--- config.mk ---
export PLATFORM = sky130hd
export DESIGN_NAME = odd_even_transposition_sort_flat
export DESIGN_NICKNAME = d
export VERILOG_FILES = /design/src/design/oets_pkg.sv /design/src/design/oets_in_if.sv /design/src/design/oets_out_if.sv /design/src/design/oets_cell.sv /design/src/design/odd_even_transposition_sort.sv /design/src/flat_wrapper.sv
export SDC_FILE = /design/constraint.sdc
export NUM_CORES = 2
export LEC_CHECK = 0
export ABC_CLOCK_PERIOD_IN_PS = 7500
export BUFFER_PORTS_ARGS = -buffer_cell sky130_fd_sc_hd__clkbuf_2
export CORE_UTILIZATION = 60
export DETAILED_ROUTE_END_ITERATION = 7
export PLACE_DENSITY = 0.82
export SLEW_MARGIN = 40
export SYNTH_ARGS = -nofsm -noshare
export SYNTH_HDL_FRONTEND = slang
export SYNTH_SLANG_ARGS = --single-unit
--- constraint.sdc ---
create_clock -name clk -period 7.5 [get_ports clk]
set_input_delay 2.25 -clock clk [delete_from_list [all_inputs] [get_ports clk]]
set_output_delay 2.25 -clock clk [all_outputs]
set_load 0.01 [all_outputs]
--- src/design/oets_pkg.sv ---
`timescale 1ns / 1ps
// ----------------------------------------------------------------------------
// Odd-even transposition sorter package
// Element type and the control word that the sequencer hands to every cell.
// ----------------------------------------------------------------------------
package oets_pkg;

  localparam int unsigned VALUE_W = 32;

  typedef logic signed [VALUE_W-1:0] elem_t;

  typedef enum logic [1:0] {
    OP_HOLD,
    OP_LOAD,
    OP_SORT,
    OP_EMIT
  } cell_op_t;

  typedef struct packed {
    cell_op_t op;
    logic     lo_en;
    logic     hi_en;
  } cell_ctrl_t;

endpackage

--- src/design/oets_in_if.sv ---
`timescale 1ns / 1ps
// ----------------------------------------------------------------------------
// Sorter input channel
// Valid/ready channel carrying one list element and its end-of-list mark.
// ----------------------------------------------------------------------------
interface oets_in_if
  import oets_pkg::*;
();
  logic  valid;
  logic  ready;
  elem_t value;
  logic  is_last;

  modport source (output valid, output value, output is_last, input ready);
  modport sink (input valid, input value, input is_last, output ready);
endinterface

--- src/design/oets_out_if.sv ---
`timescale 1ns / 1ps
// ----------------------------------------------------------------------------
// Sorter output channel
// Valid/ready channel carrying one sorted element with its run flags.
// ----------------------------------------------------------------------------
interface oets_out_if
  import oets_pkg::*;
();
  logic  valid;
  logic  ready;
  elem_t sorted_value;
  logic  last_out;
  logic  overflow;

  modport source (output valid, output sorted_value, output last_out, output overflow,
                  input ready);
  modport sink (input valid, input sorted_value, input last_out, input overflow,
                output ready);
endinterface

--- src/design/oets_cell.sv ---
`timescale 1ns / 1ps
// ----------------------------------------------------------------------------
// Sorter cell
// Holds one element; shifts it along the row or compare-swaps with a neighbour.
// ----------------------------------------------------------------------------
module oets_cell
  import oets_pkg::*;
(
  input  logic       clk,
  input  cell_ctrl_t ctrl,
  input  elem_t      left_value,
  input  elem_t      right_value,
  output elem_t      value
);

  always_ff @(posedge clk) begin
    case (ctrl.op)
      OP_LOAD: value <= left_value;
      OP_EMIT: value <= right_value;
      OP_SORT: begin
        if (ctrl.lo_en && (value > right_value)) begin
          value <= right_value;
        end else if (ctrl.hi_en && (left_value > value)) begin
          value <= left_value;
        end
      end
      default: ;
    endcase
  end

endmodule

--- src/design/odd_even_transposition_sort.sv ---
`timescale 1ns / 1ps
// ----------------------------------------------------------------------------
// Odd-even transposition sort
// A list is loaded into the cell row, sorted by phases (one phase per cycle
// across the whole cell row) and then emitted element by element; the next
// list is taken once the last result has been transferred. Reset empties the
// row and clears the overflow flag.
// ----------------------------------------------------------------------------
module odd_even_transposition_sort
  import oets_pkg::*;
#(
  parameter int unsigned SLOTS = 16
) (
  input  logic         clk,
  input  logic         rst,
  oets_in_if.sink      items,
  oets_out_if.source   results
);

  localparam int unsigned CW = $clog2(SLOTS + 1);

  typedef enum logic [1:0] {
    ST_LOAD,
    ST_SORT,
    ST_EMIT
  } state_t;

  state_t         state;
  logic [CW-1:0]  count;
  logic [CW-1:0]  phase;
  logic           dropped;

  cell_op_t       op;
  elem_t          cell_value [SLOTS];
  cell_ctrl_t     cell_ctrl  [SLOTS];
  logic           pair_en    [SLOTS];

  logic item_xfer;
  logic result_xfer;

  assign items.ready   = (state == ST_LOAD);
  assign item_xfer     = items.valid && items.ready;
  assign result_xfer   = results.valid && results.ready;

  assign results.valid        = (state == ST_EMIT);
  assign results.sorted_value = cell_value[0];
  assign results.last_out     = (count == CW'(1));
  assign results.overflow     = dropped;

  always_comb begin
    op = OP_HOLD;
    unique case (state)
      ST_LOAD: if (item_xfer && (count < CW'(SLOTS))) op = OP_LOAD;
      ST_SORT: op = OP_SORT;
      ST_EMIT: if (result_xfer) op = OP_EMIT;
      default: op = OP_HOLD;
    endcase
  end

  for (genvar i = 0; i < SLOTS; i++) begin : g_cell
    localparam logic [CW-1:0] NEXT_IDX = CW'(i + 1);
    localparam logic          PARITY   = 1'(i % 2);

    assign pair_en[i] = (PARITY == phase[0]) && (NEXT_IDX < count);

    assign cell_ctrl[i].op    = op;
    assign cell_ctrl[i].lo_en = pair_en[i];
    if (i == 0) begin : g_first
      assign cell_ctrl[i].hi_en = 1'b0;
    end else begin : g_rest
      assign cell_ctrl[i].hi_en = pair_en[i-1];
    end

    oets_cell u_cell (
      .clk         (clk),
      .ctrl        (cell_ctrl[i]),
      .left_value  ((i == 0) ? items.value : cell_value[(i == 0) ? 0 : i-1]),
      .right_value ((i == SLOTS-1) ? cell_value[i] : cell_value[(i == SLOTS-1) ? i : i+1]),
      .value       (cell_value[i])
    );
  end

  always_ff @(posedge clk) begin
    if (rst) begin
      state   <= ST_LOAD;
      count   <= '0;
      phase   <= '0;
      dropped <= 1'b0;
    end else begin
      unique case (state)
        ST_LOAD: begin
          if (item_xfer) begin
            if (count < CW'(SLOTS)) begin
              count <= count + CW'(1);
            end else begin
              dropped <= 1'b1;
            end
            if (items.is_last) begin
              state <= ST_SORT;
              phase <= '0;
            end
          end
        end
        ST_SORT: begin
          phase <= phase + CW'(1);
          if (phase + CW'(1) >= count) begin
            state <= ST_EMIT;
          end
        end
        ST_EMIT: begin
          if (result_xfer) begin
            count <= count - CW'(1);
            if (count == CW'(1)) begin
              state   <= ST_LOAD;
              dropped <= 1'b0;
            end
          end
        end
        default: state <= ST_LOAD;
      endcase
    end
  end

endmodule

--- src/flat_wrapper.sv ---
// flat-port wrapper written by rule: the top's interface ports become plain ports
module odd_even_transposition_sort_flat import oets_pkg::*;
#(
  parameter int unsigned SLOTS = 16
)
  (clk, rst, items_valid, items_value, items_is_last, items_ready, results_valid, results_sorted_value, results_last_out, results_overflow, results_ready);
  oets_in_if items_i ();
  oets_out_if results_i ();
  input  logic clk;
  input  logic rst;
  input wire logic [$bits(items_i.valid)-1:0] items_valid;
  input wire logic [$bits(items_i.value)-1:0] items_value;
  input wire logic [$bits(items_i.is_last)-1:0] items_is_last;
  output wire logic [$bits(items_i.ready)-1:0] items_ready;
  output wire logic [$bits(results_i.valid)-1:0] results_valid;
  output wire logic [$bits(results_i.sorted_value)-1:0] results_sorted_value;
  output wire logic [$bits(results_i.last_out)-1:0] results_last_out;
  output wire logic [$bits(results_i.overflow)-1:0] results_overflow;
  input wire logic [$bits(results_i.ready)-1:0] results_ready;
  assign items_i.valid = items_valid;
  assign items_i.value = items_value;
  assign items_i.is_last = items_is_last;
  assign items_ready = items_i.ready;
  assign results_valid = results_i.valid;
  assign results_sorted_value = results_i.sorted_value;
  assign results_last_out = results_i.last_out;
  assign results_overflow = results_i.overflow;
  assign results_i.ready = results_ready;
  odd_even_transposition_sort #(.SLOTS(SLOTS)) u_core (.clk(clk), .rst(rst), .items(items_i), .results(results_i));
endmodule
==> impl_metrics.tcl <==
set metrics [dict create \
    grt_pass1_wl_um 121000 \
    finalHoldViolations 0 \
    grt_max_degree 66 \
    p_per_area_nw_per_um2 259 \
    wirelength_um 76100 \
    placed_cells 3784 \
    ff2ff_path_depth 8 \
    finalSetupTns_ps 0 \
    dpl.hpwl_um 60800 \
    vias_per_cell 5.99 \
    max_cap_violations 0 \
    vias 23294 \
    cts_hold_buf 0 \
    utilization_pct 65.5 \
    ys.flop_type "edfxtp_1" \
    cp_max_fo 13 \
    crit_path_end "results_last_out" \
    die_h_um 241 \
    post_cts_resized 0 \
    fin_hold_ws_ps 496 \
    clk_pin_slew_ps 60 \
    hold_depth 0 \
    yosys_warnings 0 \
    status "finished, final reports clean" \
    max_slew_margin_pct 39.5 \
    worst_pin_slew_ps 904 \
    avgSynthCellArea_sq_um 11.3 \
    crit_arrival_ps 2010 \
    skew_ps 16.3 \
    dieArea_sq_um 57900 \
    ys_seq_elements 525 \
    power_mw 9.53 \
    slowest_delay_ps 450 \
    grt_antenna_before_repair 0 \
    crit_path_end_kind "output port" \
    cts_buffer_depth 3 \
    rsz0062_at_grt "no" \
    antenna_cells 0 \
    grt_pass1_vias 23694 \
    timing.rr.end "u_core.g_cell[8].u_cell.value[15]$_DFFE_PP_" \
    min_period_over_period_pct 56.8 \
    crit_slowest_cell "dfxtp_1" \
    core_region_area_sq_um 56300 \
    synth_area_sq_um 34100 \
    finalNetCount 3613 \
    r2r_setup_slack_ps 3810 \
    cts_made_buffers 57 \
    area_growth_pct 7.89 \
    required_ps 5250 \
    drt_pre_antenna_iters 5 \
    p_leak_nw 16.9 \
    fmax_mhz 235 \
    synth_edf_count 512 \
    ir_drop_uv 264 \
    rr_startpoint "u_core.g_cell[8].u_cell.value[31]$_DFFE_PP_" \
    ys_seq_area_share_pct 45.8 \
    most-common-layout-cells "edfxtp_1 (512), inv_1 (495), ha_1 (489), mux2i_1 (384), a21oi_1 (193)" \
    chipWidth_um 241 \
    htreeDepth 2 \
    synth.distinct_cells 68 \
    overflow 0 \
    hp-start "u_core.g_cell[14].u_cell.value[1]$_DFFE_PP_" \
    async_flop_share_pct 0 \
    crit_start "u_core.count[4]$_SDFFE_PP0P_" \
    cts.sinks 525 \
    num_rows 87 \
    io_pins 73 \
    cts_root_buffer "clkbuf_16" \
    min_path_type "reg -> reg" \
    layout_commonest_cell "edfxtp_1" \
    clock_latency_ps 620 \
    maxSlewViolCount 0 \
    cts_tree "built" \
    grt_usage_pct 26.4 \
    setup_viol 0 \
    critPathLaunchType "register" \
    ant_nets 0 \
    drc 0 \
    gp_congestion 1.00 \
    post_cts.repair.setup_buffers 0 \
    port_buffers 72 \
    wl_per_cell_um 19.6 \
    drt-initial-drc-count 1500 \
    synthCells 3032 \
    crit_type "reg -> out" \
    drive_gt1_share_pct 6.45 \
    crit_path_cell_trace "nor3_1 > and2_1 > clkbuf_2" \
    syn-num-nets 3558 \
    start_util_pct 60.7 \
    layout.cells.non_filler 3889 \
    finalCriticalPeriod_ps 4260 \
]
==> cell type report <==
| cell class | count | area (sq um) |
|---|---|---|
| timing repair buffer | 97 | 548 |
| inverter | 498 | 1870 |
| multi-input combinational | 1908 | 16200 |
| sequential | 525 | 15600 |
| clock buffer | 73 | 1490 |
| clock inverter | 32 | 191 |
| tap | 756 | 946 |
| fill | 4246 | 19400 |
==> worst max-delay path: cells and delay by family, from the launching register on <==
| kind | cells | cell delay (ps) |
|---|---|---|
| DFF | 1 | 450 |
| buffers and inverters | 1 | 210 |
| and+or+nand+nor | 2 | 730 |
==> cell families (layout without fill, tap and decap cells) <==
group / after synthesis / count (layout) / share of synthesized area [%]
compound gates: 571 / 571 / 10.1
buf+inv: 599 / 700 / 7.23
simple gates: 418 / 418 / 6.28
fa+ha+maj: 489 / 489 / 17.9
mux: 417 / 417 / 12.4
xor+xnor: 13 / 13 / 0.333
flops: 525 / 525 / 45.8
==> state kept, by name, summed over array words and instances (netlist names) <==
signal                      count
u_core.count                    5
u_core.g_cell.u_cell.value    512
u_core.phase                    5
u_core.results.overflow         1
u_core.state                    2
==> Yosys cell counts (all sizes together) (33+ instances only) <==
| cell | n | area share, % |
|---|---|---|
| o21ai | 171 | 2.5 |
| nand4 | 108 | 2.0 |
| mux2 | 33 | 1.1 |
| edfxtp | 512 | 45 |
| buf | 74 | 1.5 |
| a21oi | 196 | 2.9 |
| ha | 489 | 18 |
| inv | 498 | 5.5 |
| nand2 | 125 | 1.4 |
| nor2 | 53 | 0.58 |
| mux2i | 384 | 11 |
| a21o | 102 | 2.2 |
==> metal layers <==
metal / share of wire (%) / GRT usage (%) / vias to the layer above
li1: - / - / 11182
met4: 3.4 / 9.77 / 0
met5: 0 / 0 / -
met3: 4.9 / 3.50 / 161
met1: 42 / 32.6 / 11297
met2: 49 / 47.0 / 654
==> per-stage QoR <==
step | instance area [sq um] | worst slack (ps)
6_report | 36800 | 3240
5_1_grt | 36800 | 3180
4_1_cts | 36800 | 3280
3_5_place_dp | 35100 | 2960
3_3_place_gp | 35100 | 2970
2_1_floorplan | 34100 | 2730
==> how the worst min path moves through the flow <==
| stage | end | slack, ps |
|---|---|---|
| 2_1_floorplan | u_core.g_cell[15].u_cell.value[10]$_DFFE_PP_ | 450 |
| 3_3_place_gp | u_core.g_cell[15].u_cell.value[14]$_DFFE_PP_ | 470 |
| 3_5_place_dp | u_core.g_cell[15].u_cell.value[5]$_DFFE_PP_ | 470 |
| 4_1_cts | u_core.g_cell[15].u_cell.value[1]$_DFFE_PP_ | 490 |
| 5_1_grt | u_core.g_cell[15].u_cell.value[15]$_DFFE_PP_ | 510 |
| 6_report | u_core.g_cell[15].u_cell.value[1]$_DFFE_PP_ | 500 |
==> power by group <==
part	total, mW	internal, mW	switching [mW]
combinational	2.76	1.06	1.70
clock	2.61	1.46	1.16
sequential	4.16	3.88	0.285
total	9.53	6.40	3.14
No activity file was read; power rests on OpenSTA's default activity.
